`src/design/vab_pkg.sv`:
```
// Package for the vector angle block: widths, stage counts, constants,
// the side-band type and the arctangent table. No dependencies.
`default_nettype none

package vab_pkg;

  localparam int unsigned IN_W         = 24;  // Q12.12 coordinate
  localparam int unsigned PROD_W       = 48;  // one coordinate product
  localparam int unsigned DOT_W        = 49;  // Q25.24 dot product
  localparam int unsigned ANG_W        = 18;  // Q2.16 angle
  localparam int unsigned SQ_W         = 64;  // sqrt / divide working width
  localparam int unsigned ROOT_W       = 32;  // sqrt result
  localparam int unsigned Q_W          = 31;  // clamped |cosine|, Q1.30
  localparam int unsigned SH_W         = 6;   // normalising shift
  localparam int unsigned NRM_STEPS    = 5;   // shift by 32,16,8,4,2
  localparam int unsigned SQRT_STEPS   = 32;
  localparam int unsigned DIV_STEPS    = 32;
  localparam int unsigned CORDIC_STEPS = 24;
  localparam int unsigned XW           = 34;  // CORDIC x/y
  localparam int unsigned TW           = 27;  // CORDIC angle accumulator, Q.24

  localparam logic [Q_W-1:0]       Q_ONE       = Q_W'(31'h4000_0000);
  localparam logic signed [TW-1:0] PI_Q24      = TW'(52707179);
  localparam logic signed [TW-1:0] HALF_PI_Q24 = TW'(26353589);
  localparam logic [ANG_W-1:0]     ANGLE_MAX   = ANG_W'(205887);

  // travels beside the arithmetic through every stage
  typedef struct packed {
    logic signed [DOT_W-1:0] dot;
    logic                    zero;
    logic [SH_W-1:0]         sa;
    logic [SH_W-1:0]         sb;
  } vab_side_t;

  // atan(2^-i) in Q.24, rounded
  function automatic logic signed [TW-1:0] atan_lut(input logic [4:0] idx);
    logic signed [TW-1:0] r;
    case (idx)
      5'd0:  r = TW'(13176795);
      5'd1:  r = TW'(7778716);
      5'd2:  r = TW'(4110060);
      5'd3:  r = TW'(2086331);
      5'd4:  r = TW'(1047214);
      5'd5:  r = TW'(524117);
      5'd6:  r = TW'(262123);
      5'd7:  r = TW'(131069);
      5'd8:  r = TW'(65536);
      5'd9:  r = TW'(32768);
      5'd10: r = TW'(16384);
      5'd11: r = TW'(8192);
      5'd12: r = TW'(4096);
      5'd13: r = TW'(2048);
      5'd14: r = TW'(1024);
      5'd15: r = TW'(512);
      5'd16: r = TW'(256);
      5'd17: r = TW'(128);
      5'd18: r = TW'(64);
      5'd19: r = TW'(32);
      5'd20: r = TW'(16);
      5'd21: r = TW'(8);
      5'd22: r = TW'(4);
      5'd23: r = TW'(2);
      default: r = '0;
    endcase
    return r;
  endfunction

endpackage

`default_nettype wire

```
`src/design/vab_sqrt_cell.sv`:
```
// One step of the bit-pair integer square root, registered.
// Depends on vab_pkg.
`default_nettype none

module vab_sqrt_cell #(
  parameter int unsigned Idx = 0
) (
  input  wire logic                     clk_i,
  input  wire logic                     en_i,
  input  wire logic [vab_pkg::SQ_W-1:0] rem_i,
  input  wire logic [vab_pkg::SQ_W-1:0] root_i,
  output logic      [vab_pkg::SQ_W-1:0] rem_o,
  output logic      [vab_pkg::SQ_W-1:0] root_o
);
  import vab_pkg::*;

  localparam logic [SQ_W-1:0] Bit = SQ_W'(1) << (SQ_W - 2 - 2 * Idx);

  logic [SQ_W-1:0] trial;
  logic            take;
  logic [SQ_W-1:0] rem_q, root_q;

  assign trial = root_i + Bit;
  assign take  = (rem_i >= trial);

  always_ff @(posedge clk_i) begin
    if (en_i) begin
      rem_q  <= take ? (rem_i - trial) : rem_i;
      root_q <= take ? ((root_i >> 1) + Bit) : (root_i >> 1);
    end
  end

  assign rem_o  = rem_q;
  assign root_o = root_q;

endmodule

`default_nettype wire

```
`config.mk`:
```
export PLATFORM = sky130hd
export DESIGN_NAME = vab_sqrt_cell
export DESIGN_NICKNAME = d
export VERILOG_FILES = /design/src/design/vab_pkg.sv /design/src/design/vab_sqrt_cell.sv
export SDC_FILE = /design/constraint.sdc
export NUM_CORES = 1
export LEC_CHECK = 0
export CORE_MARGIN = 2
export CORE_UTILIZATION = 55
export DETAILED_ROUTE_END_ITERATION = 6
export DONT_BUFFER_PORTS = 1
export PLACE_DENSITY = 0.73
export SYNTH_ARGS = -nofsm -noshare
export SYNTH_HDL_FRONTEND = slang
export SYNTH_SLANG_ARGS = --single-unit
```
`constraint.sdc`:
```
create_clock -name clk_i -period 3.2 [get_ports clk_i]
set_input_delay 0.32 -clock clk_i [delete_from_list [all_inputs] [get_ports clk_i]]
set_output_delay 0.32 -clock clk_i [all_outputs]
set_load 0.05 [all_outputs]
```
# Yosys cells after proc, flatten, opt, wreduce, memory -nomap -nowiden
# Cells that the tools add are included.
# W data, S select, Z words.
dict set report classes {
  add_sub_neg 3
  magnitude_cmp 1
  mux 2
}
# operator count
set op_table {}
lappend op_table {{$add A63 B63 Y64 const B} 1}
lappend op_table {{$add A64 B63 Y64 const B} 1}
lappend op_table {{$ge A64 B64 Y1} 1}
lappend op_table {{$mux W64} 1}
lappend op_table {{$sub A64 B64 Y64} 1}
lappend op_table {{$mux W63} 1}
dict set report word_totals {
  reg_bits 128
  in_bits 130
  out_inout_bits 128
}

# Longest topological paths before layout
dict set report logic_depth {
  ltp_word 3
  depth_mapped 14
  depth_no_buf 13
}

# Worst setup path after synthesis
# Ideal clock, no wire load.
dict set report synth_timing {
  path_type {in2reg}
  startpoint {in root_i[16] (netlist bit)}
  endpoint {reg rem_q[60], in the netlist rem_o[60], data pin}
  arrival_ns 2.922
  setup_slack_ns 0.020
  stages 12
  n_path_buf 0
  cell_sequence {inv_1 ha_1 and2_1 nand3_1 or3_1 a41o_1 nor3_2 o21ai_1 o41ai_4 or4b_1 a21oi_1 nor3_1}
}
dict set report synth_via {
  elab_chain_cells 3
  word_cells_on_any_way 4
}
# element line_no
set synth_lines {}
lappend synth_lines {{from (decl)} vab_sqrt_cell.sv:11} ;# input wire logic [vab_pkg::SQ_W-1:0] root_i,
lappend synth_lines {{$add A64 B63 Y64 *} vab_sqrt_cell.sv:23} ;# assign trial = root_i + Bit;
lappend synth_lines {{$sub A64 B64 Y64 or $ge A64 B64 Y1 (tied branches)} {vab_sqrt_cell.sv:28, vab_sqrt_cell.sv:24}}
lappend synth_lines {{$mux W64 *} vab_sqrt_cell.sv:28} ;# rem_q <= take ? (rem_i - trial) : rem_i;
lappend synth_lines {{to (signal assigned)} vab_sqrt_cell.sv:28}
lappend synth_lines {{to (decl)} vab_sqrt_cell.sv:21} ;# logic [SQ_W-1:0] rem_q, root_q;
# Every way passes the cells marked *; elsewhere a longest branch is shown, timed or not.
# A chain may end at the register's enable or synchronous reset.

# Worst setup path after layout
dict set report layout_timing {
  startpoint {in rem_i[0] (netlist bit)}
  endpoint {reg rem_q[18], in the netlist rem_o[18], data pin}
}
dict set report layout_via {
  elab_chain_cells 2
  word_cells_on_any_way 3
}
# element line_no
set layout_lines {}
lappend layout_lines {{from (decl)} vab_sqrt_cell.sv:10} ;# input wire logic [vab_pkg::SQ_W-1:0] rem_i,
lappend layout_lines {{$sub A64 B64 Y64 or $ge A64 B64 Y1 (tied branches)} {vab_sqrt_cell.sv:28, vab_sqrt_cell.sv:24}}
lappend layout_lines {{$mux W64 *} vab_sqrt_cell.sv:28}
# Marks and branches as above.

==> impl_metrics.json <==
{
  "drive_above_1_share": 0.129,
  "wl_per_cell_microns": 18.6,
  "antenna_cells": 0,
  "synth-edff-count": 128,
  "crit_type": "in -> reg",
  "worst_slew_pin_slew_ns": 0.575,
  "cts_tree": "built",
  "worstPathMaxFanout": 19,
  "period_minus_slack_ns": 3.08,
  "ys_ff_latch": 128,
  "powerDensity_nw_per_um2": 571,
  "nets": 1215,
  "die_w_microns": 129,
  "seq_area_frac_synth": 0.446,
  "ioPinCount": 258,
  "grt_pass1_vias": 7026,
  "die_h_microns": 129,
  "hp-class": "in -> reg",
  "finalSetupViolCount": 0,
  "post-route-util": 0.694,
  "viasPerCell": 5.82,
  "htreeDepth": 4,
  "synth_top_area_frac": 0.446,
  "grt_first_pass_wirelength_microns": 35300,
  "startpoint_type": "input pin",
  "p_switching_mw": 2.18,
  "status": "complete, no violations",
  "track_usage": 0.272,
  "cp.arrival_ns": 3.25,
  "finalHoldViolCount": 0,
  "dr_total_vias": 7242,
  "worst_setup_path_end_kind": "register",
  "pwr-share-seq": 0.476,
  "routed_wl_microns": 23100,
  "stdcell_count": 1244,
  "cts_buffer_depth": 2,
  "ys_dominant_reg_cell": "edfxtp_1",
  "rsz0062_at_grt": "yes",
  "dieArea_sq_um": 16700,
  "fin_crit_sh": 0.963,
  "switching_share": 0.362,
  "clkPwrFrac": 0.308,
  "internal-power_mw": 3.86,
  "fp.coreArea_sq_um": 15300,
  "drt_iter0_drc": 474,
  "crit_required_ns": 3.37,
  "numPortBuffers": 0,
  "ys_warn_count": 0,
  "hpwl_microns": 16300,
  "grt-ovfl-total": 0,
  "hold_ws_ns": 0.0332,
  "async_reset_ff_frac": 0,
  "syn_nets": 1080,
  "drcViolationCount": 0,
  "gp_congestion": 0.925,
  "firstDrtPassIters": 5,
  "start_util": 0.564,
  "synthDistinctLibCells": 58,
  "syn_to_final_growth_pct": 23.0,
  "fmax_ghz": 0.325,
  "slew_viol_final": 0,
  "clkTransAtPathRegs_ns": 0.06,
  "slew_headroom": 0.611,
  "fin_setup_tns_ns": 0,
  "power_leakage_nw": 4.58,
  "place_inst": 1147,
  "clockRootBuffer": "clkbuf_16",
  "peakVddDrop_mv": 0.371,
  "grt_max_degree": 128,
  "syn-cell-area_sq_um": 8610,
  "p_comb_frac": 0.216,
  "ant_nets": 0,
  "cap_violations": 0,
  "fp-row-count": 45,
  "antenna_found_initial": 0,
  "cts_setup_buffers": 0,
  "clock_sinks": 128,
  "cts_inserted_buffers": 17,
  "yosys.area.top_type": "edfxtp_1",
  "synth_area_leaders": "edfxtp_1, ha_1, a21oi_1",
  "synth.avg_cell_area_sq_um": 9.73,
  "netlist_instances": 885
}
-- final cells by class --
type                    count  area, sq um
fillers                  1161         4670
multi-input cells         642         4320
flip-flops and latches    128         3840
repair buffers            153         1320
clock buffers              17          425
inverters                  78          293
well taps                 211          264
clock inverters            15          126
-- metal layers --
| layer | vias to the layer above | part of all wire | global-route usage |
|---|---|---|---|
| li1 | 3503 | - | - |
| met1 | 3367 | 0.41 | 0.338 |
| met2 | 331 | 0.47 | 0.446 |
| met3 | 41 | 0.086 | 0.0822 |
| met4 | 0 | 0.029 | 0.111 |
| met5 | - | 0 | 0 |
-- flip-flops by register name (all words and copies together) (netlist names) --
signal,cells
rem_o,64
root_o,64
-- synth_stat cells (7+ instances only) --
master,count
edfxtp_1,128
and2_1,10
nand3_1,14
o21ai_0,40
nand4_1,18
o21a_1,7
nor2_1,82
a21o_1,49
nor3_1,11
a31oi_1,7
ha_1,64
o21bai_1,11
a21oi_1,111
inv_1,78
nand2_1,52
xor2_1,20
nor2b_1,10
mux2_2,10
o211ai_1,7
clkbuf_1,25
buf_2,11
xnor2_1,36
and3_1,13
-- metrics by stage --
stage / cell area [sq um] / setup slack (ns) / total power, mW
2_1_floorplan: 8610 / 0.0201 / 3.73
3_3_place_gp: 9380 / -0.205 / 4.10
3_5_place_dp: 9380 / -0.326 / 4.11
4_1_cts: 10600 / 0.112 / 6.03
5_1_grt: 10600 / -0.0716 / 6.27
6_report: 10600 / 0.119 / 6.04
-- placed cells by master, fill, tap and decap left out, types with 14 or more instances in the layout --
| cell | n |
|---|---|
| nor2_1 | 82 |
| xnor2_1 | 36 |
| buf_4 | 87 |
| nand2_1 | 52 |
| a21oi_1 | 111 |
| edfxtp_1 | 128 |
| ha_1 | 64 |
| nand4_1 | 18 |
| xor2_1 | 20 |
| a21o_1 | 49 |
| nand3_1 | 14 |
| inv_1 | 78 |
| clkbuf_16 | 17 |
| o21ai_0 | 40 |
| dlygate4sd3_1 | 65 |
-- cell families after synthesis --
logic type | synth area share
DFF | 0.446
adders and majority gates | 0.0953
and+or+nand+nor | 0.132
buffers and inverters | 0.0519
AOI/OAI and AO/OA | 0.198
xor gates and xnor gates | 0.0570
muxes | 0.0195
-- what timing repair did --
| action | in CTS | in global routing |
|---|---|---|
| endpoints found under the setup margin | 0 | 15 |
| hold endpoints to repair | 64 | 5 |
| hold buffers | 64 | 1 |
| gates resized for setup | 0 | 1 |
-- critical path, cell delays in order --
cell      delay (ns)
inv_1           0.02
ha_1            0.21
fa_1            0.40
nand2b_1        0.18
a21oi_1         0.19
o41ai_1         0.14
nor4bb_1        0.17
buf_4           0.15
nor3_2          0.19
o21ai_1         0.14
o41ai_4         0.40
buf_4           0.34
mux2_2          0.37
-- power by group through the flow --
stage	logic, mW	clock network (mW)	registers [mW]
2_1_floorplan	0.860	0	2.87
3_3_place_gp	1.19	0	2.91
3_5_place_dp	1.20	0	2.91
4_1_cts	1.28	1.87	2.88
5_1_grt	1.44	1.93	2.89
6_report	1.31	1.86	2.87
-- final timing paths --
check	depth (start not counted)	start	endpoint	slack [ns]
worst max-delay path	13	rem_i[0]	rem_o[18]$_DFFE_PP_	0.12
worst min-delay path	0	en_i	root_o[53]$_DFFE_PP_	0.03
Power figures use the tool's default switching activity.
