===== config.mk =====
export PLATFORM = sky130hd
export DESIGN_NAME = vab_div_cell
export DESIGN_NICKNAME = d
export VERILOG_FILES = /design/src/design/vab_pkg.sv /design/src/design/vab_div_cell.sv
export SDC_FILE = /design/constraint.sdc
export NUM_CORES = 1
export LEC_CHECK = 0
export BUFFER_PORTS_ARGS = -buffer_cell sky130_fd_sc_hd__buf_2
export CORE_MARGIN = 3
export CORE_UTILIZATION = 50
export DETAILED_ROUTE_END_ITERATION = 16
export PLACE_DENSITY = 0.88
export SKIP_CTS_REPAIR_TIMING = 1
export SLEW_MARGIN = 30
export SYNTH_ARGS = -nofsm -noshare
export SYNTH_HDL_FRONTEND = slang
export SYNTH_SLANG_ARGS = --single-unit

===== constraint.sdc =====
create_clock -name clk_i -period 4.55 [get_ports clk_i]
set_input_delay 0.91 -clock clk_i [delete_from_list [all_inputs] [get_ports clk_i]]
set_output_delay 0.91 -clock clk_i [all_outputs]
set_load 0.01 [all_outputs]

===== src/design/vab_pkg.sv =====
// Package for the vector angle block: widths, stage counts, constants,
// the side-band type and the arctangent table. No dependencies.
`default_nettype none

package vab_pkg;

  localparam int unsigned IN_W         = 24;  // Q12.12 coordinate
  localparam int unsigned PROD_W       = 48;  // one coordinate product
  localparam int unsigned DOT_W        = 49;  // Q25.24 dot product
  localparam int unsigned ANG_W        = 18;  // Q2.16 angle
  localparam int unsigned SQ_W         = 64;  // sqrt / divide working width
  localparam int unsigned ROOT_W       = 32;  // sqrt result
  localparam int unsigned Q_W          = 31;  // clamped |cosine|, Q1.30
  localparam int unsigned SH_W         = 6;   // normalising shift
  localparam int unsigned NRM_STEPS    = 5;   // shift by 32,16,8,4,2
  localparam int unsigned SQRT_STEPS   = 32;
  localparam int unsigned DIV_STEPS    = 32;
  localparam int unsigned CORDIC_STEPS = 24;
  localparam int unsigned XW           = 34;  // CORDIC x/y
  localparam int unsigned TW           = 27;  // CORDIC angle accumulator, Q.24

  localparam logic [Q_W-1:0]       Q_ONE       = Q_W'(31'h4000_0000);
  localparam logic signed [TW-1:0] PI_Q24      = TW'(52707179);
  localparam logic signed [TW-1:0] HALF_PI_Q24 = TW'(26353589);
  localparam logic [ANG_W-1:0]     ANGLE_MAX   = ANG_W'(205887);

  // travels beside the arithmetic through every stage
  typedef struct packed {
    logic signed [DOT_W-1:0] dot;
    logic                    zero;
    logic [SH_W-1:0]         sa;
    logic [SH_W-1:0]         sb;
  } vab_side_t;

  // atan(2^-i) in Q.24, rounded
  function automatic logic signed [TW-1:0] atan_lut(input logic [4:0] idx);
    logic signed [TW-1:0] r;
    case (idx)
      5'd0:  r = TW'(13176795);
      5'd1:  r = TW'(7778716);
      5'd2:  r = TW'(4110060);
      5'd3:  r = TW'(2086331);
      5'd4:  r = TW'(1047214);
      5'd5:  r = TW'(524117);
      5'd6:  r = TW'(262123);
      5'd7:  r = TW'(131069);
      5'd8:  r = TW'(65536);
      5'd9:  r = TW'(32768);
      5'd10: r = TW'(16384);
      5'd11: r = TW'(8192);
      5'd12: r = TW'(4096);
      5'd13: r = TW'(2048);
      5'd14: r = TW'(1024);
      5'd15: r = TW'(512);
      5'd16: r = TW'(256);
      5'd17: r = TW'(128);
      5'd18: r = TW'(64);
      5'd19: r = TW'(32);
      5'd20: r = TW'(16);
      5'd21: r = TW'(8);
      5'd22: r = TW'(4);
      5'd23: r = TW'(2);
      default: r = '0;
    endcase
    return r;
  endfunction

endpackage

`default_nettype wire


===== src/design/vab_div_cell.sv =====
// One quotient bit of the restoring divider, registered; divisor rides along.
// Depends on vab_pkg.
`default_nettype none

module vab_div_cell #(
  parameter int unsigned Idx = 0
) (
  input  wire logic                       clk_i,
  input  wire logic                       en_i,
  input  wire logic [vab_pkg::SQ_W-1:0]   rem_i,
  input  wire logic [vab_pkg::ROOT_W-1:0] den_i,
  input  wire logic [vab_pkg::ROOT_W-1:0] quo_i,
  output logic      [vab_pkg::SQ_W-1:0]   rem_o,
  output logic      [vab_pkg::ROOT_W-1:0] den_o,
  output logic      [vab_pkg::ROOT_W-1:0] quo_o
);
  import vab_pkg::*;

  localparam int unsigned Sh = DIV_STEPS - 1 - Idx;

  logic [SQ_W-1:0]   dsh;
  logic              take;
  logic [SQ_W-1:0]   rem_q;
  logic [ROOT_W-1:0] den_q, quo_q;

  assign dsh  = SQ_W'(den_i) << Sh;
  assign take = (rem_i >= dsh);

  always_ff @(posedge clk_i) begin
    if (en_i) begin
      rem_q <= take ? (rem_i - dsh) : rem_i;
      den_q <= den_i;
      quo_q <= {quo_i[ROOT_W-2:0], take};
    end
  end

  assign rem_o = rem_q;
  assign den_o = den_q;
  assign quo_o = quo_q;

endmodule

`default_nettype wire


# [Yosys cells after proc, flatten, opt, wreduce, memory -nomap -nowiden]
# Cells that the tools add are included.
# Widths: inputs -> output; s select.
[word_totals] elab_cells=6 out_inout_bits=128 reg_bits=128
[op_classes] magnitude_cmp=1 n_addsub=1 mux=1
[op_table] operator="$ge 64x63->1" count=1
[op_table] operator="$mux 64" count=1
[op_table] operator="$sub 64x63->64" count=1

# [Logic depth before layout (Yosys ltp)]
# Gate-level depths: netlist of run 1.
[depth] word_depth=2 depth_mapped=13 depth_no_buf=11

# [Worst setup path after synthesis of run 1]
# No wires, ideal clock.
[synth_timing] path_type="input to register" startpoint="input port rem_i[31] (netlist bit)" endpoint="register rem_q[63], in the netlist rem_o[63], data pin" cell_stages=11 t_arrival_ns=2.931 setup_slack_ns=1.359 cell_sequence="inv_1 > ha_1 > fa_1 > nand2b_1 > a21o_1 > a311o_1 > a21oi_2 > a221o_1 > o41ai_2 > o2111ai_1 > xnor2_1"
[synth_via] elab_chain_len=2 elab_cells_between_ends=3 classes_between="add/sub: 1; order compare: 1; mux: 1"
[synth_lines] element="from (decl)" line_no="vab_div_cell.sv:10" rtl="input wire logic [vab_pkg::SQ_W-1:0] rem_i,"
[synth_lines] element="$sub 64x63->64 / $ge 64x63->1 (equally long branches)" line_no="vab_div_cell.sv:31, vab_div_cell.sv:27"
[synth_lines] element="$mux 64 (*)" line_no="vab_div_cell.sv:31" rtl="rem_q <= take ? (rem_i - dsh) : rem_i;"
[synth_lines] element="to (signal assigned)" line_no="vab_div_cell.sv:31"
[synth_lines] element="to (decl)" line_no="vab_div_cell.sv:23" rtl="logic [SQ_W-1:0] rem_q;"
# Mark *: on every way between the ends. The rest lies on a longest branch, timed or not.
# A chain may end at the register's enable or synchronous reset.

# [Worst setup path in the final report of run 1]
# Ends and elaborated chain as after synthesis.

==> summary.md, run 1 <==
| Metric | Value |
|---|---|
| Run status | completed |
| Pwr Density | ~420 nW/um^2 |
| Met2 WL | 9510 um |
| End-of-flow core utilization | 68.7% |
| CP max-delay cell | fa_1 |
| Drt drc | 0 |
| Nets | 945 |
| Root buf cell | clkbuf_16 |
| Vias per inst | 5.52 |
| Final Hold Viols | 0 |
| Buffers added on ports | 256 |
| #FFs+latches synth | 128 |
| Crit share post-route | 74.3% |
| RePlAce Congestion | between 0.9 and 1 |
| Critical Path Source Type | input port |
| Power Total | between 3000 and 4000 uW |
| Tmin final | 3.38 ns |
| CP endpoint kind | flop |
| Gr usage total | 25.8% |
| Setup_tns | 0 ns |
| XOR/XNOR share of the synthesized area | 3.47% |
| Crit path largest cell delay | 0.41 ns |
| Synth top area cells | edfxtp_1 61%, ha_1 6.4%, nand2_1 3.3%, a21oi_1 2.9%, o21ai_0 2.8% |
| CP Cell Sequence | buf_2 -> inv_1 -> ha_1 -> fa_1 -> nand2b_1 -> a21o_1 -> a311o_1 -> a21oi_2 -> a221o_1 -> o41ai_2 -> o2111ai_1 -> xnor2_1 |
| DR vias | 5301 |
| First-pass GRT wire length | around 28000 um |
| Peak Freq | just under 300 MHz |
| Synth Instances | 519 |
| Area growth syn-to-layout | 32.6% |
| Least-Margin Pin Slew | 0.587 ns |
| Iter 0 DRT Violations | 482 |
| Number of library cell types mapped by synthesis | 54 |
| Number of synthesized flops with an enable pin | 128 |
| Compound-cell area share of the yosys netlist | 14.7% |
| Prevailing post-synth register cell | edfxtp_1 |
| Slew Limit Fails | 0 |
| Chip Width | 118 um |
| Unrepaired setup endpoints after global routing | no |
| Commonest cells after routing, fill and taps aside | 255 x buf_2, 128 x edfxtp_1, 56 x nand2_1 |
| TritonCTS buffer count | 17 |
| VDD IR max | 0.188 mV |
| Initial core utilization | 51.8% |
| Clock sink count | 128 |
| CP arrival | 3.55 ns |
| Yosys top cell by area | edfxtp_1 |
| Largest net degree at the start of global routing | 86 |
| TritonCTS clock tree | yes |
| Synth top area share | about three fifths |
| Commonest non-fill, non-tap cell in the layout | buf_2 |
| Die H | 118 um |
| WL/cell | 18.7 um |
| CTS max path bufs | 2 |
| Post-synthesis async set-or-reset flop share | 0% |
| Main combinational cell family by area after synthesis | compound AO/OA/AOI/OAI gates |
| Met1 WL | 6550 um |
| Leak | 0.00366 uW |
| Met3 wire len | 1320 um |
| Final setup fails | 0 |
| Htree depth | 4 |
| Register area share after synthesis | 61.0% |
| Clock Pin Slew Worst Setup and Hold Paths | 0.05 ns |
| Worst Path Buf+Inv | 2 |
| Mux cell area share after synthesis | less than 1% |
| Post-DRT Antenna Nets | 0 |
| Maximum fanout along the worst path | 4 |
| Syn Std Cell Area | 6300 um^2 |
| Syn Nets | between 600 and 700 |
| Max Cap Viol | 0 |
| Mean Syn Cell Area | 12.1 um^2 |
| WL final | 18000 um |
| Req. time, crit path | roughly 4.7 ns |
| Pre-Repair DR Iteration Count | 5 |
| Number of global-route vias before repair | approximately 5300 |
| Simple-gate share of the synthesized area | 10.2% |
| Hold crit path type | input port to flop |
| Syn. warnings | 0 |
| Crit path kind | input port to flop |
| Crit path max-delay family | compound AO/OA/AOI/OAI gates |
| I/O pin cnt | 258 |
| Rows | 40 |
| Share of layout cells above drive strength 1 | 37.8% |
| Hpwl dp | 13700 um |
| Adder-Cell Fraction of Synth Area | 6.67% |
| Top routing layer in use | met5 |
| Core area | 12200 um^2 |
| GRT Residual Overflow | 0 |
| Die area | 14000 um^2 |
| Diode count | 0 |
| Slew headroom | 60.5% |
| Initial antenna violation count | 2 |
synthesized netlist by cell type (6+ instances only):
master and n:
nor2_1 28, ha_1 32, nand2_1 56, edfxtp_1 128
nor4_1 8, o21ai_0 35, a21o_1 14, a21oi_1 37
inv_1 39, xnor2_1 13, xor2_1 12, clkbuf_1 7
nand4_1 8, nand3_1 7, nor3_1 8, o21ai_1 7
o211ai_1 6, o21a_1 8
per-stage QoR:
stage / hold WS (ns) / cells / cell area (um^2) / setup WS (ns)
2_1_floorplan: 1.01 / 519 / 6300 / 1.36
3_3_place_gp: 1.09 / 931 / 7760 / 0.884
3_5_place_dp: 1.09 / 931 / 7760 / 0.837
4_1_cts: 0.651 / 961 / 8360 / 1.20
5_1_grt: 0.653 / 961 / 8360 / 1.08
6_report: 0.668 / 961 / 8360 / 1.17
cell type report:
class	count	area [um^2]
Clock buffer	19	433
Tap cell	168	210
Clock inverter	11	166
Multi-Input combinational cell	337	2230
Inverter	40	153
Sequential cell	128	3840
Fill cell	866	3800
Timing Repair Buffer	258	1320
state kept, by name, indices dropped and copies added, names as in the netlist:
register,cells
quo_o,32
den_o,32
rem_o,64
path summary, 6_finish.rpt:
kind              startpoint   endpoint  slack (ns)  depth (start not counted)
setup / recovery   rem_i[31]  rem_o[63]        1.17                         12
hold / removal      quo_i[8]   quo_o[9]        0.67                          1
metal layers:
layer	vias up	global-route usage (%)
met3	50	6.70
li1	2483	-
met1	2496	28.7
met2	270	46.7
met4	2	10.5
met5	-	0
logic make-up after synthesis:
logic type / after synthesis
xor gates and xnor gates: 25
DFF: 128
buffers and inverters: 54
adders and majority gates: 33
muxes: 1
AOI/OAI and AO/OA: 142
and+or+nand+nor: 136
power breakdown:
group	switching, uW	total (uW)	internal (uW)
clock network	473	1380	906
registers	29.0	1470	1440
logic	381	639	258
(Power assumes the default switching activity.)
==> inputs of run 2 (changes only) <==
Settings changed: CORE_UTILIZATION 50 to 49, PLACE_DENSITY 0.88 to 0.86.
Clock period 4.55 ns to 3.34 ns, I/O delays scaled along.
==> summary.md, run 2 (synthesis results as in run 1) <==
| Metric | Value |
|---|---|
| Area growth syn-to-layout | 33.5% (was 32.6%) |
| Run status | completed (unchanged) |
| Setup_tns | 0 ns (unchanged) |
| Hpwl dp | 13700 um (about the same) |
| CP arrival | 3.06 ns (was 3.55 ns) |
| Largest net degree at the start of global routing | 60 (was 86) |
| Least-Margin Pin Slew | 0.475 ns (was 0.587 ns) |
| DR vias | 5264 (was 5301) |
| WL final | 18100 um (was 18000 um) |
| Peak Freq | 346 MHz |
| Post-DRT Antenna Nets | 0 (unchanged) |
| Leak | 0.00370 uW (was 0.00366 uW) |
| Clock power frac | 38.8% (was 39.5%) |
| Core area | 12300 um^2 (was 12200 um^2) |
| Sw Ratio | 27.3% (was 25.3%) |
| TritonCTS clock tree | yes (unchanged) |
| VDD IR max | 0.260 mV (was 0.188 mV) |
| Share of layout cells above drive strength 1 | 39.1% (was 37.8%) |
| Final setup fails | 0 (unchanged) |
| Placed insts | 941 (was 931) |
| Final Hold Viols | 0 (unchanged) |
| Die H | 119 um (was 118 um) |
| Rows | 40 (unchanged) |
| Nets | 955 (was 945) |
| Drt drc | 0 (unchanged) |
| Sequential share of power | 42.5% (was 42.1%) |
| Post-layout worst setup margin | 0.448 ns (was 1.17 ns) |
| Clock sink count | 128 (unchanged) |
| Die area | 14300 um^2 (was 14000 um^2) |
| Root buf cell | clkbuf_16 (unchanged) |
| Comb pwr share | 18.7% (was 18.3%) |
| Crit share post-route | 86.6% |
| Maximum fanout along the worst path | 4 (unchanged) |
| Gr usage total | 25.3% (was 25.8%) |
| Req. time, crit path | 3.51 ns (was 4.72 ns) |
| Vias per inst | 5.40 (was 5.52) |
| Buffers added on ports | 256 (unchanged) |
| Initial core utilization | 51.2% (was 51.8%) |
| Largest register FFs | 64 (unchanged) |
| Initial antenna violation count | 1 (was 2) |
| Met1 usage | 27.0% (was 28.7%) |
| Max Cap Viol | 0 (unchanged) |
| Setup WS pre-CTS | 0.0395 ns (was 0.837 ns) |
| Non-filler cells, final | 974 (was 961) |
| Commonest cells after routing, fill and taps aside | 255 x buf_2, 128 x edfxtp_1, 56 x nand2_1 (unchanged) |
| CP endpoint kind | flop (unchanged) |
| Met2 Track Usage GR | 45.1% (was 46.7%) |
| Fillers | 904 (was 866) |
| I/O pin cnt | 258 (unchanged) |
| Slew headroom | 68.0% (was 60.5%) |
| Iter 0 DRT Violations | 501 (was 482) |
| Hold crit path type | input port to flop (unchanged) |
| Number of global-route vias before repair | 5153 (was 5251) |
| Htree depth | 4 (unchanged) |
| Tmin final | a little under 3 ns |
| Pwr Density | 560 nW/um^2 (was 417 nW/um^2) |
| Internal power | 3430 uW (was 2600 uW) |
| WL/cell | 18.5 um (was 18.7 um) |
| Chip Width | 119 um (was 118 um) |
| RePlAce Congestion | 0.846 (was 0.917) |
| CTS max path bufs | 2 (unchanged) |
| First-pass GRT wire length | 27400 um (was 27600 um) |
| Slew Limit Fails | 0 (unchanged) |
| Unrepaired setup endpoints after global routing | no (unchanged) |
| Final hold slack | 0.429 ns (was 0.668 ns) |
| GRT Max-Usage Layer | met2 (unchanged) |
| End-of-flow core utilization | 68.3% (was 68.7%) |
| Met3 Use GR | 8.36% (was 6.70%) |
| Net Sw Power | 1280 uW (was 884 uW) |
| Commonest non-fill, non-tap cell in the layout | buf_2 (unchanged) |
| Crit path kind | input port to flop (unchanged) |
| Clock Pin Slew Worst Setup and Hold Paths | 0.06 ns (was 0.05 ns) |
| Pre-Repair DR Iteration Count | 5 (unchanged) |
| TritonCTS buffer count | 17 (unchanged) |
| GRT Residual Overflow | 0 (unchanged) |
| Critical Path Source Type | input port (unchanged) |
[run 2: final cells by class]
type                       instances  area (um^2)  area share, %
sequential                       128         3840           45.7
multi-input combinational        337         2230           26.5
timing repair buffer             268         1390           16.5
clock buffer                      17          425           5.06
tap                              168          210           2.50
clock inverter                    15          161           1.92
inverter                          40          153           1.81
antenna                            1         2.50         0.0298
[run 2: metrics by stage]
step	power (uW)	cell area [um^2]
floorplan	2520	6300
global placement	2870	7820
detailed placement	2900	7820
CTS	4730	8410
global route	4900	8410
finish	4710	8410
[run 2: power groups by stage]
stage | logic, uW | registers [uW] | clock network (uW)
final | 880 | 2000 | 1830
after global routing | 963 | 2010 | 1920
after CTS | 882 | 2000 | 1850
after detailed placement | 872 | 2030 | 0
after global placement | 846 | 2020 | 0
after floorplan | 390 | 2130 | 0
[run 2: path summary, 6_finish.rpt]
| path | startpoint | end | slack [ns] | cells after the start |
|---|---|---|---|---|
| setup / recovery | rem_i[31] | rem_o[63] | 0.45 | 13 |
| hold / removal | quo_i[3] | quo_o[4] | 0.43 | 1 |
[run 2: worst max-delay path, cell delays in order]
cell and delay, ns:
buf_2 0.09, inv_1 0.04, ha_1 0.22, fa_1 0.41, nand2b_1 0.19, a21o_1 0.19, a311o_1 0.34, a21oi_2 0.12
buf_4 0.15, a221o_1 0.23, o41ai_2 0.11, o2111ai_1 0.22, xnor2_1 0.08
[run 2: layer usage]
metal | share of wire (%) | vias up
met5 | 0.039 | -
met3 | 8.6 | 47
li1 | - | 2490
met4 | 4.0 | 2
met1 | 36 | 2476
met2 | 52 | 249
