<file path="config.mk">
export PLATFORM = sky130hd
export DESIGN_NAME = vab_cordic_cell
export DESIGN_NICKNAME = d
export VERILOG_FILES = /design/src/design/vab_pkg.sv /design/src/design/vab_cordic_cell.sv
export SDC_FILE = /design/constraint.sdc
export NUM_CORES = 1
export LEC_CHECK = 0
export ABC_CLOCK_PERIOD_IN_PS = 3900
export BUFFER_PORTS_ARGS = -buffer_cell sky130_fd_sc_hd__buf_2
export CAP_MARGIN = 20
export CORE_MARGIN = 5
export CORE_UTILIZATION = 55
export DETAILED_ROUTE_END_ITERATION = 10
export PLACE_DENSITY = 0.8
export REMOVE_ABC_BUFFERS = 1
export SETUP_SLACK_MARGIN = 0.5
export SLEW_MARGIN = 20
export SYNTH_ARGS = -nofsm -noshare
export SYNTH_HDL_FRONTEND = slang
export SYNTH_SLANG_ARGS = --single-unit
</file>
<file path="constraint.sdc">
create_clock -name clk_i -period 3.9 [get_ports clk_i]
set_clock_uncertainty 0.1 [all_clocks]
set_input_delay 0 -clock clk_i [delete_from_list [all_inputs] [get_ports clk_i]]
set_output_delay 0 -clock clk_i [all_outputs]
set_load 0.01 [all_outputs]
</file>
<file path="src/design/vab_pkg.sv">
// Package for the vector angle block: widths, stage counts, constants,
// the side-band type and the arctangent table. No dependencies.
`default_nettype none

package vab_pkg;

  localparam int unsigned IN_W         = 24;  // Q12.12 coordinate
  localparam int unsigned PROD_W       = 48;  // one coordinate product
  localparam int unsigned DOT_W        = 49;  // Q25.24 dot product
  localparam int unsigned ANG_W        = 18;  // Q2.16 angle
  localparam int unsigned SQ_W         = 64;  // sqrt / divide working width
  localparam int unsigned ROOT_W       = 32;  // sqrt result
  localparam int unsigned Q_W          = 31;  // clamped |cosine|, Q1.30
  localparam int unsigned SH_W         = 6;   // normalising shift
  localparam int unsigned NRM_STEPS    = 5;   // shift by 32,16,8,4,2
  localparam int unsigned SQRT_STEPS   = 32;
  localparam int unsigned DIV_STEPS    = 32;
  localparam int unsigned CORDIC_STEPS = 24;
  localparam int unsigned XW           = 34;  // CORDIC x/y
  localparam int unsigned TW           = 27;  // CORDIC angle accumulator, Q.24

  localparam logic [Q_W-1:0]       Q_ONE       = Q_W'(31'h4000_0000);
  localparam logic signed [TW-1:0] PI_Q24      = TW'(52707179);
  localparam logic signed [TW-1:0] HALF_PI_Q24 = TW'(26353589);
  localparam logic [ANG_W-1:0]     ANGLE_MAX   = ANG_W'(205887);

  // travels beside the arithmetic through every stage
  typedef struct packed {
    logic signed [DOT_W-1:0] dot;
    logic                    zero;
    logic [SH_W-1:0]         sa;
    logic [SH_W-1:0]         sb;
  } vab_side_t;

  // atan(2^-i) in Q.24, rounded
  function automatic logic signed [TW-1:0] atan_lut(input logic [4:0] idx);
    logic signed [TW-1:0] r;
    case (idx)
      5'd0:  r = TW'(13176795);
      5'd1:  r = TW'(7778716);
      5'd2:  r = TW'(4110060);
      5'd3:  r = TW'(2086331);
      5'd4:  r = TW'(1047214);
      5'd5:  r = TW'(524117);
      5'd6:  r = TW'(262123);
      5'd7:  r = TW'(131069);
      5'd8:  r = TW'(65536);
      5'd9:  r = TW'(32768);
      5'd10: r = TW'(16384);
      5'd11: r = TW'(8192);
      5'd12: r = TW'(4096);
      5'd13: r = TW'(2048);
      5'd14: r = TW'(1024);
      5'd15: r = TW'(512);
      5'd16: r = TW'(256);
      5'd17: r = TW'(128);
      5'd18: r = TW'(64);
      5'd19: r = TW'(32);
      5'd20: r = TW'(16);
      5'd21: r = TW'(8);
      5'd22: r = TW'(4);
      5'd23: r = TW'(2);
      default: r = '0;
    endcase
    return r;
  endfunction

endpackage

`default_nettype wire

</file>
<file path="src/design/vab_cordic_cell.sv">
// One CORDIC vectoring micro-rotation with angle accumulation, registered.
// Depends on vab_pkg.
`default_nettype none

module vab_cordic_cell #(
  parameter int unsigned Idx = 0
) (
  input  wire logic                            clk_i,
  input  wire logic                            en_i,
  input  wire logic signed [vab_pkg::XW-1:0]   x_i,
  input  wire logic signed [vab_pkg::XW-1:0]   y_i,
  input  wire logic signed [vab_pkg::TW-1:0]   t_i,
  output logic signed      [vab_pkg::XW-1:0]   x_o,
  output logic signed      [vab_pkg::XW-1:0]   y_o,
  output logic signed      [vab_pkg::TW-1:0]   t_o
);
  import vab_pkg::*;

  logic signed [XW-1:0] xs, ys;
  logic signed [TW-1:0] at;
  logic signed [XW-1:0] x_q, y_q;
  logic signed [TW-1:0] t_q;

  assign xs = x_i >>> Idx;
  assign ys = y_i >>> Idx;
  assign at = atan_lut(5'(Idx));

  always_ff @(posedge clk_i) begin
    if (en_i) begin
      if (!y_i[XW-1]) begin
        x_q <= x_i + ys;
        y_q <= y_i - xs;
        t_q <= t_i + at;
      end else begin
        x_q <= x_i - ys;
        y_q <= y_i + xs;
        t_q <= t_i - at;
      end
    end
  end

  assign x_o = x_q;
  assign y_o = y_q;
  assign t_o = t_q;

endmodule

`default_nettype wire

</file>
* Word level (Yosys, flattened, before mapping) *
Cells that the tools add are included.

cells by class
  add/subtract/negate cells = 5
  mux-type cells = 3

operators with widths
  kind                                                                    count
  34-bit 2-to-1 mux                                                       2
  34-bit subtractor                                                       2
  34-bit adder                                                            1
  27-bit by 25-bit adder with 27-bit output (second input constant)       1
  27-bit 2-to-1 mux                                                       1
  27-bit by 25-bit subtractor with 27-bit output (second input constant)  1

word-level totals
  flip-flop bits (word level) = 95
  bits of input ports = 97
  output and inout bits = 95
  word-level logic and storage cells = 11

* Logic depth before layout (Yosys ltp) *
Gate-level depths: netlist (run 1).

  depth in word-level cells = 2
  gate-level depth with buffers = 15
  mapped depth without buffers = 13

* Worst setup path before layout (run 1) *
Ideal clock, no wire load.

  path type = input -> register
  from = in y_i[33] (netlist bit)
  to = reg t_q[25] (netlist: t_o[25]) (data pin)
  arrival time = 3.194 ns
  slack = 0.344 ns
  stages = 14
  buffers on the path = 2
  cell sequence = clkbuf_1 > inv_2 > clkbuf_1 > ha_1 > a21o_1 > a21o_1 > a21o_1 > a211o_1 > a221o_1 > a41oi_2 > o21ai_1 > a21oi_1 > o21ai_1 > xor2_1

between the ends
  word-level cells in the longest chain between the ends = 1

RTL lines
  item                  line                   source
  from (decl)           vab_cordic_cell.sv:11  input wire logic signed [vab_pkg::XW-1:0] y_i,
  27-bit 2-to-1 mux     vab_cordic_cell.sv:30  if (!y_i[XW-1]) begin
  to (signal assigned)  vab_cordic_cell.sv:33  t_q <= t_i + at;
  to (signal assigned)  vab_cordic_cell.sv:37  t_q <= t_i - at;
  to (decl)             vab_cordic_cell.sv:22  logic signed [TW-1:0] t_q;

No other way between the ends.
A chain may end at the register's enable or synchronous reset.

* Worst setup path in the final report (run 1) *
  from = in y_i[0] (netlist bit)
  to = reg x_q[25] (netlist: x_o[25]) (data pin)

between the ends
  word-level cells in the longest chain between the ends = 2

RTL lines
  item                                               line                                          source
  34-bit adder or 34-bit subtractor (tied branches)  vab_cordic_cell.sv:31, vab_cordic_cell.sv:35
  34-bit 2-to-1 mux *                                vab_cordic_cell.sv:30
  to (signal assigned)                               vab_cordic_cell.sv:31                         x_q <= x_i + ys;
  to (signal assigned)                               vab_cordic_cell.sv:35                         x_q <= x_i - ys;
  to (decl)                                          vab_cordic_cell.sv:21                         logic signed [XW-1:0] x_q, y_q;

Every way passes the cells marked *; elsewhere a longest branch is shown, timed or not.

==> reports/results.tsv, run 1 <==
metric	value	unit
wl_per_cell	18.2	µm
worstPathRequired	3.89	ns
htree_levels	3	
status	finished, final reports clean	
wirelength	27.6	mm
ir_drop	230	µV
layout.nets	1514	
first_iter_violations	1006	
combPwrFrac	0.397	
synthFlopType	edfxtp_1	
hpwl	21.6	mm
yosys_warnings	0	
die_x	143	µm
synthArstFlopShare	0	
drt-pass1-iter-count	7	
place_ws	0.465	ns
port_buffers	191	
criticalPathCategory	primary input to register	
design_area	11200	µm²
finalSetupTns	0	ns
p_seq_frac	0.354	
cts_tree	built	
start_util	0.559	
ctsRootBufferMaster	clkbuf_16	
multi_input_area	6250	µm²
rows	48	
io_pins	192	
via_per_inst	6.00	
drc	0	
fmax	304	MHz
p_leak	5.14	nW
cp-end-kind	register	
grt.overflow.total	0	
rsz0062_at_grt	no	
synthesis.instances	1116	
grt_pass1_wl	43.7	mm
regArea	2820	µm²
worst_slack	0.614	ns
syn2layout_area_growth	15.7	%
clockPowerShare	0.249	
core	17300	µm²
finalCritPeriodShare	0.843	
synth-edff-count	94	
vias	9099	
maxSlewViolCount	0	
cts_made_buffers	9	
diodes	0	
cts.clk_slew.worst_paths	0.07	ns
cts_sinks	94	
startpoint	y_i[0]	
p_sw_frac	0.355	
hold_path.class	primary input to register	
fillers	1543	
grt_max_degree	69	
startpoint_type	primary input	
setup_viol	0	
synth_area_per_cell	8.66	µm²
critPathMaxFanout	4	
detail-route-antenna-nets	0	
seq_area_frac_synth	0.292	
tightest_slew	0.801	ns
clk_path_buf_depth	2	
cts_setup_buffers	0	
die_area	20300	µm²
syn_area	9670	µm²
slew_headroom	0.466	
antenna_found_initial	0	
power.total	0.00390	W
grt_usage	0.263	
utilization	0.647	
synth_seq_cells	94	
gp_congestion	1.02	
power.density	349	nW/µm²
hold_start	t_i[25]	
switchingPower	0.00139	W
maxCapViolations	0	
post-route-min-period	3.29	ns
final_hold_viol_count	0	
grt_pass1_vias	8693	
place_area	10800	µm²
fp.dieH	143	µm
drive_above_1_share	0.187	
ys_types	71	
p_int	0.00252	W
cp_data_arrival_time	3.28	ns
cell usage after synthesis (4+ instances only):
library cell | instances | area share
a211o_1 | 6 | 0.0054
inv_1 | 100 | 0.039
nand4_1 | 14 | 0.0091
ha_1 | 125 | 0.16
o31ai_1 | 13 | 0.010
clkbuf_1 | 29 | 0.011
o21bai_1 | 31 | 0.024
nor4_1 | 5 | 0.0032
buf_2 | 13 | 0.0067
o22ai_1 | 4 | 0.0026
a221o_1 | 5 | 0.0052
nor3_1 | 19 | 0.0098
nor2b_1 | 12 | 0.0078
a211oi_1 | 15 | 0.012
and4_1 | 4 | 0.0036
and3_1 | 8 | 0.0052
buf_1 | 6 | 0.0023
nor2_1 | 90 | 0.035
a31oi_1 | 9 | 0.0058
o211ai_1 | 6 | 0.0047
nand2b_1 | 15 | 0.0097
a21oi_1 | 132 | 0.068
xor2_1 | 16 | 0.014
xnor2_1 | 73 | 0.066
mux2i_1 | 14 | 0.014
o21ai_0 | 64 | 0.033
a21boi_0 | 6 | 0.0047
nand3_1 | 19 | 0.0098
fa_1 | 4 | 0.0083
nand2_1 | 50 | 0.019
inv_2 | 4 | 0.0016
o21a_1 | 9 | 0.0070
edfxtp_1 | 94 | 0.29
a21o_1 | 34 | 0.026
o21ai_1 | 10 | 0.0052
critical path, stage by stage:
cell and delay [ns]:
buf_2 0.11, dlygate4sd3_1 0.55, ha_1 0.23, nor2b_1 0.20
o31ai_1 0.12, and3_1 0.24, o31ai_2 0.43, a221o_1 0.25
a211oi_1 0.10, o41ai_1 0.55, a221o_1 0.25, a21oi_1 0.08
xnor2_1 0.16
cells in the final DEF, fill, tap and decap left out, types with 4 or more instances in the layout:
cell           Yosys  layout
inv_1            100     100
nand3_1           19      19
a221o_1            5       5
xor2_1            16      16
nor4_1             5       5
clkinv_1           3       4
o31ai_1           13      11
and4_1             4       4
fa_1               4       4
o211ai_1           6       6
edfxtp_1          94      94
mux2i_1           14      14
and3_1             8       8
o21ai_0           64      64
dlygate4sd3_1      0       5
nand2b_1          15      15
nor2b_1           12      12
nand4_1           14      14
inv_2              4       4
a21boi_0           6       6
buf_2             13     190
a31oi_1            9       9
a21oi_1          132     132
buf_4              1      15
a211oi_1          15      15
clkbuf_16          0       9
ha_1             125     125
o22ai_1            4       4
xnor2_1           73      73
o21ai_1           10      10
a211o_1            6       6
a21o_1            34      34
nor3_1            19      19
o21bai_1          31      31
nor2_1            90      90
nand2_1           50      50
o21a_1             9       9
final timing paths:
| check | endpoint | slack, ns | cells past startpoint |
|---|---|---|---|
| setup / recovery | x_o[25]$_DFFE_PP_ | 0.61 | 13 |
| hold / removal | t_o[25]$_DFFE_PP_ | 0.03 | 3 |
routing by layer:
metal  vias up  part of all wire  global-route usage
li1       4357                 -                   -
met1      4183              0.41               0.356
met2       488              0.47               0.434
met3        71             0.096              0.0393
met4         0             0.026              0.0815
met5         -                 0                   0
state kept, by name, summed over array words and instances (netlist names):
| register | count |
|---|---|
| x_o | 34 |
| y_o | 33 |
| t_o | 27 |
cell type report:
class                      count  area share
multi-input combinational    866       0.559
sequential                    94       0.252
clock buffer                   9      0.0201
clock inverter                 6     0.00772
tap                          225      0.0252
timing repair buffer         210      0.0996
inverter                     107      0.0359
power groups by stage:
| stage | clock (W) | sequential (W) | combinational (W) |
|---|---|---|---|
| after floorplan | 0 | 0.00150 | 0.000874 |
| after global placement | 0 | 0.00140 | 0.00149 |
| after detailed placement | 0 | 0.00140 | 0.00151 |
| after CTS | 0.000978 | 0.00138 | 0.00152 |
| after global routing | 0.00102 | 0.00140 | 0.00168 |
| final | 0.000970 | 0.00138 | 0.00155 |
cell families after synthesis:
group / Yosys count / synth area share
compound gates: 385 / 0.258
fa+ha+maj: 129 / 0.170
flops: 94 / 0.292
buf+inv: 156 / 0.0627
simple gates: 249 / 0.122
xor+xnor: 89 / 0.0806
mux: 14 / 0.0145
repair_timing:
action | in CTS | in global routing
resized for setup | 0 | 3
endpoints found under the setup margin | 0 | 3
hold endpoints to repair | 6 | 0
hold buffers | 5 | 0
through the flow:
stage,std cells,hold WS (ns)
2_1_floorplan,1067,0.0125
4_1_cts,1517,0.0156
3_5_place_dp,1497,0.199
3_3_place_gp,1497,0.176
5_1_grt,1517,0.0254
6_report,1517,0.0271
Power figures use the tool's default switching activity.
==> run 2: changes to the inputs <==
--- a/config.mk
+++ b/config.mk
@@ -5,7 +5,7 @@
 export SDC_FILE = /design/constraint.sdc
 export NUM_CORES = 1
 export LEC_CHECK = 0
-export ABC_CLOCK_PERIOD_IN_PS = 3900
+export ABC_CLOCK_PERIOD_IN_PS = 3400
 export BUFFER_PORTS_ARGS = -buffer_cell sky130_fd_sc_hd__buf_2
 export CAP_MARGIN = 20
 export CORE_MARGIN = 5
==> constraint.sdc (replaced) <==
create_clock -name clk_i -period 3.4 [get_ports clk_i]
set_clock_uncertainty 0.1 [all_clocks]
set_input_delay 0 -clock clk_i [delete_from_list [all_inputs] [get_ports clk_i]]
set_output_delay 0 -clock clk_i [all_outputs]
set_load 0.01 [all_outputs]
==> reports/results.tsv, run 2 (same netlist as run 1, synthesis figures left out) <==
metric	value	unit	change
antenna_found_initial	0		unchanged
cts.clk_slew.worst_paths	0.07	ns	about the same
drive_above_1_share	0.220		+0.0338
clk_path_buf_depth	2		unchanged
largest_register_ffs	34		unchanged
detail-route-antenna-nets	0		unchanged
status	finished, final reports clean		
die_x	143	µm	unchanged
slew_headroom	0.510		+0.0440
power.density	397	nW/µm²	+14%
drc	0		unchanged
path_common_cell	a21oi_1		
grt_pass1_vias	8725		+0.37%
critPathMaxFanout	3		-1
vias	9286		+2.1%
worst_slack	0.574	ns	-0.0399 ns
final_cell_mix	189 x buf_2, 131 x a21oi_1, 118 x ha_1		
layout.nets	1542		+1.8%
grt_max_degree	54		-22%
final_common_cell	buf_2		
cp-end-kind	register		
setup_viol	0		unchanged
post-route-min-period	2.83	ns	
cp_slowest_cell	o311ai_0		
hpwl	22.4	mm	+3.7%
ir_drop	307	µV	+33%
fp.dieH	143	µm	unchanged
criticalPathCategory	primary input to register		
finalCritPeriodShare	0.831		
ctsRootBufferMaster	clkbuf_16		
rows	48		unchanged
fmax	354	MHz	
cp_data_arrival_time	2.82	ns	-0.46 ns
gp_congestion	0.986		-2.9%
drt-pass1-iter-count	5		-2
start_util	0.559		unchanged
syn2layout_area_growth	19.1	%	
startpoint_type	primary input		
io_pins	192		unchanged
grt_pass1_wl	44.3	mm	+1.5%
htree_levels	3		unchanged
rsz0062_at_grt	yes		
finalSetupTns	0	ns	unchanged
diodes	0		unchanged
hold_path.class	primary input to register		
wl_per_cell	18.3	µm	+0.67%
core	17300	µm²	unchanged
final_hold_viol_count	0		unchanged
port_buffers	191		unchanged
maxCapViolations	0		unchanged
tightest_slew	0.735	ns	-0.0660 ns
maxSlewViolCount	0		unchanged
cts_made_buffers	9		unchanged
cts_sinks	94		unchanged
max_stage_delay	0.44	ns	-0.11 ns
wirelength	28.3	mm	+2.6%
crit_chain	buf_2, inv_1, ha_1, a21oi_1, o21ai_1, a21o_1, a2111oi_0, a21oi_1, o311ai_0, a21oi_1, a211oi_1, a211oi_1, xor2_1		
grt.overflow.total	0		unchanged
power.total	0.00457	W	+17%
die_area	20300	µm²	unchanged
grt_usage	0.270		+0.00690
via_per_inst	6.01		+0.14%
first_iter_violations	935		-7.1%
cts_tree	built		
p_leak	5.26	nW	+2.5%
place_ws	0.00669	ns	-0.459 ns
worstPathRequired	3.39	ns	-0.50 ns
## run 2: path summary, 6_finish.rpt
kind | startpoint | endpoint | slack, ns | cells past startpoint
setup / recovery | x_i[18] | x_o[33]$_DFFE_PP_ | 0.57 | 13
hold / removal | t_i[25] | t_o[25]$_DFFE_PP_ | 0.01 | 3
## run 2: worst max-delay path: cells and delay by family
kind                       cells  cell delay, ns
AOI/OAI and AO/OA              9            2.16
xor gates and xnor gates       1            0.18
adders and majority gates      1            0.32
buffers and inverters          2            0.17
## run 2: timing repair
item / 4_1_cts / 5_1_grt
pin swaps: 0 / 8
hold buffers: 5 / 0
hold endpoints to repair: 6 / 0
endpoints found under the setup margin: 2 / 18
resized for setup: 4 / 24
setup buffers: 0 / 0
## run 2: report_power, final
part	total (W)	switching [W]	leakage (nW)	internal [W]
Combinational	0.00186	0.00110	4.19	0.000755
Sequential	0.00158	0.0000445	0.920	0.00154
Clock	0.00113	0.000486	0.150	0.000647
## run 2: area by class of cell
| type | count | area (µm²) |
|---|---|---|
| clock buffers | 9 | 225 |
| clock inverters | 7 | 96.3 |
| flip-flops and latches | 94 | 2820 |
| repair buffers | 238 | 1330 |
| fillers | 1466 | 5780 |
| well taps | 225 | 282 |
| multi-input cells | 866 | 6360 |
| inverters | 107 | 402 |
## run 2: metrics by stage
step	hold WS (ns)	area, µm²	cells	util
after floorplan	0.0125	9460	1067	-
after global placement	0.175	11000	1525	0.637
after detailed placement	0.191	11000	1525	0.637
after CTS	0.00267	11400	1546	0.659
after global routing	0.0407	11500	1546	0.666
final	0.00998	11500	1546	0.666
## run 2: metal layers
layer	wire, µm	global-route usage
met1	11700	0.362
met2	13600	0.456
met3	2240	0.0323
met4	781	0.0820
met5	0	0
==> run 3: changes to the inputs <==
--- a/config.mk
+++ b/config.mk
@@ -5,13 +5,14 @@
 export SDC_FILE = /design/constraint.sdc
 export NUM_CORES = 1
 export LEC_CHECK = 0
-export ABC_CLOCK_PERIOD_IN_PS = 3400
+export ABC_AREA = 1
+export ABC_CLOCK_PERIOD_IN_PS = 2400
 export BUFFER_PORTS_ARGS = -buffer_cell sky130_fd_sc_hd__buf_2
 export CAP_MARGIN = 20
 export CORE_MARGIN = 5
-export CORE_UTILIZATION = 55
+export CORE_UTILIZATION = 53
 export DETAILED_ROUTE_END_ITERATION = 10
-export PLACE_DENSITY = 0.8
+export PLACE_DENSITY = 0.79
 export REMOVE_ABC_BUFFERS = 1
 export SETUP_SLACK_MARGIN = 0.5
 export SLEW_MARGIN = 20
==> constraint.sdc (replaced) <==
create_clock -name clk_i -period 2.4 [get_ports clk_i]
set_clock_uncertainty 0.1 [all_clocks]
set_input_delay 0 -clock clk_i [delete_from_list [all_inputs] [get_ports clk_i]]
set_output_delay 0 -clock clk_i [all_outputs]
set_load 0.01 [all_outputs]
==> reports/results.tsv, run 3 <==
metric	value	unit	change
cts.clk_slew.worst_paths	0.07	ns	about the same
die_area	25400	µm²	+25%
criticalPathCategory	primary input to register		
first_iter_violations	1249		+34%
grt_pass1_vias	12695		+46%
final_cell_mix	507 x nand2_1, 271 x inv_1, 189 x buf_2		
power.total	0.00703	W	+54%
hold_path.class	primary input to register		
synth_area_per_cell	6.49	µm²	-25%
grt_usage	0.320		+0.0502
synthAdderAreaFrac	0.139		-0.0312
clk_path_buf_depth	2		unchanged
io_pins	192		unchanged
start_util	0.541		-0.0180
via_per_inst	5.60		-6.8%
diodes	0		unchanged
synthTopCellsByArea	edfxtp_1 24%, nand2_1 17%, ha_1 13%		
startpoint_type	primary input		
cts_made_buffers	9		unchanged
critPathMaxFanout	17		+14
rows	54		+13%
tightest_slew	0.547	ns	-0.188 ns
synthMuxAreaShare	0.000845		-0.0137
cp_data_arrival_time	1.85	ns	-0.97 ns
cp-end-kind	register		
p_leak	7.26	nW	+38%
maxSlewViolCount	0		unchanged
syn_area	11800	µm²	+22%
fp.dieH	159	µm	+12%
wirelength	42.9	mm	+51%
final_common_cell	nand2_1		
seq_area_frac_synth	0.238		-0.0536
hold_start	t_i[8]		
synthSimpleGateAreaFrac	0.331		+0.208
die_x	159	µm	+12%
grt_max_degree	44		-19%
grt.overflow.total	0		unchanged
post-route-min-period	1.84	ns	
slew_headroom	0.636		+0.125
antenna_found_initial	0		unchanged
synthArstFlopShare	0		unchanged
hpwl	35.5	mm	+59%
synth-edff-count	94		unchanged
finalCritPeriodShare	0.767		
min_to	t_o[8]$_DFFE_PP_		
yosys-top-cells-count	521 x nand2_1, 275 x inv_1, 177 x nand3_1		
ctsRootBufferMaster	clkbuf_16		
ir_drop	372	µV	+21%
wl_per_cell	18.2	µm	-0.86%
power.density	492	nW/µm²	+24%
status	finished, final reports clean		
fmax	544	MHz	
setup_viol	0		unchanged
whs_path_depth	3		unchanged
worstPathRequired	2.41	ns	-0.98 ns
finalSetupTns	0	ns	unchanged
port_buffers	191		unchanged
netlist.top_cell.by_area	edfxtp_1		
detail-route-antenna-nets	0		unchanged
cts_sinks	94		unchanged
fillers	2065		+41%
drive_above_1_share	0.211		-0.00913
layout.nets	2300		+49%
htree_levels	3		unchanged
synthesis.instances	1825		+64%
core	21900	µm²	+27%
final_hold_viol_count	0		unchanged
drc	0		unchanged
grt_pass1_wl	66.2	mm	+49%
largest_register_ffs	34		unchanged
synth_top_area_frac	0.238		-0.0536
gp_congestion	1.03		+4.0%
synth_top_family_by_area	simple AND/OR/NAND/NOR gates		
synthFlopType	edfxtp_1		
synth_most_common_cell	nand2_1		
rsz0062_at_grt	yes		
yosys_warnings	0		unchanged
synth_xor_area_frac	0.0340		-0.0466
vias	13210		+42%
drt-pass1-iter-count	8		+3
synth_seq_cells	94		unchanged
ys_types	49		-31%
cts_tree	built		
syn2layout_area_growth	20.7	%	
synth_compound_area_frac	0.140		-0.117
maxCapViolations	0		unchanged
-- run 3: changes by cell type in the layout (fill, tap and decap cells not counted), moves of 23 or more --
cell,change
inv_1,+172
xnor2_1,-66
xor2_1,+23
buf_4,+41
nand2_1,+457
ha_1,-23
a21o_1,-29
nor2_1,+42
nand3_1,+153
-- run 3: worst max path at each step --
stage / cells past startpoint / slack, ns / endpoint / startpoint
floorplan: 10 / 0.03 / t_o[19]$_DFFE_PP_ / y_i[33]
global placement: 14 / 0.1 / y_o[30]$_DFFE_PP_ / x_i[5]
detailed placement: 14 / 0.05 / y_o[32]$_DFFE_PP_ / x_i[6]
CTS: 10 / 0.50 / x_o[26]$_DFFE_PP_ / x_i[25]
global route: 14 / 0.39 / t_o[25]$_DFFE_PP_ / y_i[33]
finish: 11 / 0.56 / t_o[21]$_DFFE_PP_ / y_i[33]
-- run 3: layout make-up --
type	instances	area (µm²)	area share
inverters	284	1070	0.0746
well taps	280	350	0.0245
repair buffers	282	1710	0.120
clock buffers	9	225	0.0158
clock inverters	7	72.6	0.00508
multi-input cells	1403	8050	0.563
flip-flops and latches	94	2820	0.197
-- run 3: critical path: stages --
cell,delay (ns)
buf_4,0.17
inv_2,0.06
buf_12,0.16
ha_1,0.36
a21oi_1,0.27
o21ai_1,0.16
nor2_2,0.21
inv_1,0.10
nand3_1,0.08
nand3_1,0.11
xor2_1,0.15
-- run 3: stage by stage --
stage | setup WS [ns] | hold WS (ns) | utilization | cell area, µm² | instances
2_1_floorplan | 0.0338 | 0.0125 | - | 11500 | 1781
3_3_place_gp | 0.0981 | 0.236 | 0.616 | 13500 | 2333
3_5_place_dp | 0.0520 | 0.255 | 0.616 | 13500 | 2333
4_1_cts | 0.501 | 0.0415 | 0.632 | 13800 | 2354
5_1_grt | 0.394 | 0.0247 | 0.653 | 14300 | 2359
6_report | 0.560 | 0.0212 | 0.653 | 14300 | 2359
-- run 3: cell families (layout without fill, tap and decap cells) --
group | after synthesis | count (layout)
AOI/OAI and AO/OA | 300 | 300
xor gates and xnor gates | 46 | 46
muxes | 1 | 1
adders and majority gates | 129 | 129
and+or+nand+nor | 927 | 927
buffers and inverters | 328 | 582
DFF | 94 | 94
-- run 3: what timing repair did --
action	4_1_cts	5_1_grt
resized for setup	8	111
endpoints found under the hold margin	5	0
hold buffers	5	0
pin swaps	0	9
gates cloned	0	1
endpoints found under the setup margin	15	56
buffers inserted	0	4
-- run 3: where the power goes --
| part | switching, W | total (W) | internal [W] |
|---|---|---|---|
| logic | 0.00210 | 0.00328 | 0.00119 |
| registers | 0.0000741 | 0.00220 | 0.00213 |
| clock network | 0.000732 | 0.00154 | 0.000813 |
| total | 0.00290 | 0.00703 | 0.00413 |
-- run 3: per-layer routing --
layer / part of all wire / vias to the layer above / wire length [µm] / track usage
met4: 0.035 / 0 / 1520 / 0.105
met1: 0.42 / 6060 / 18100 / 0.432
met2: 0.46 / 633 / 19600 / 0.531
met5: 0 / - / 0 / 0
li1: - / 6427 / - / -
met3: 0.085 / 90 / 3620 / 0.0419
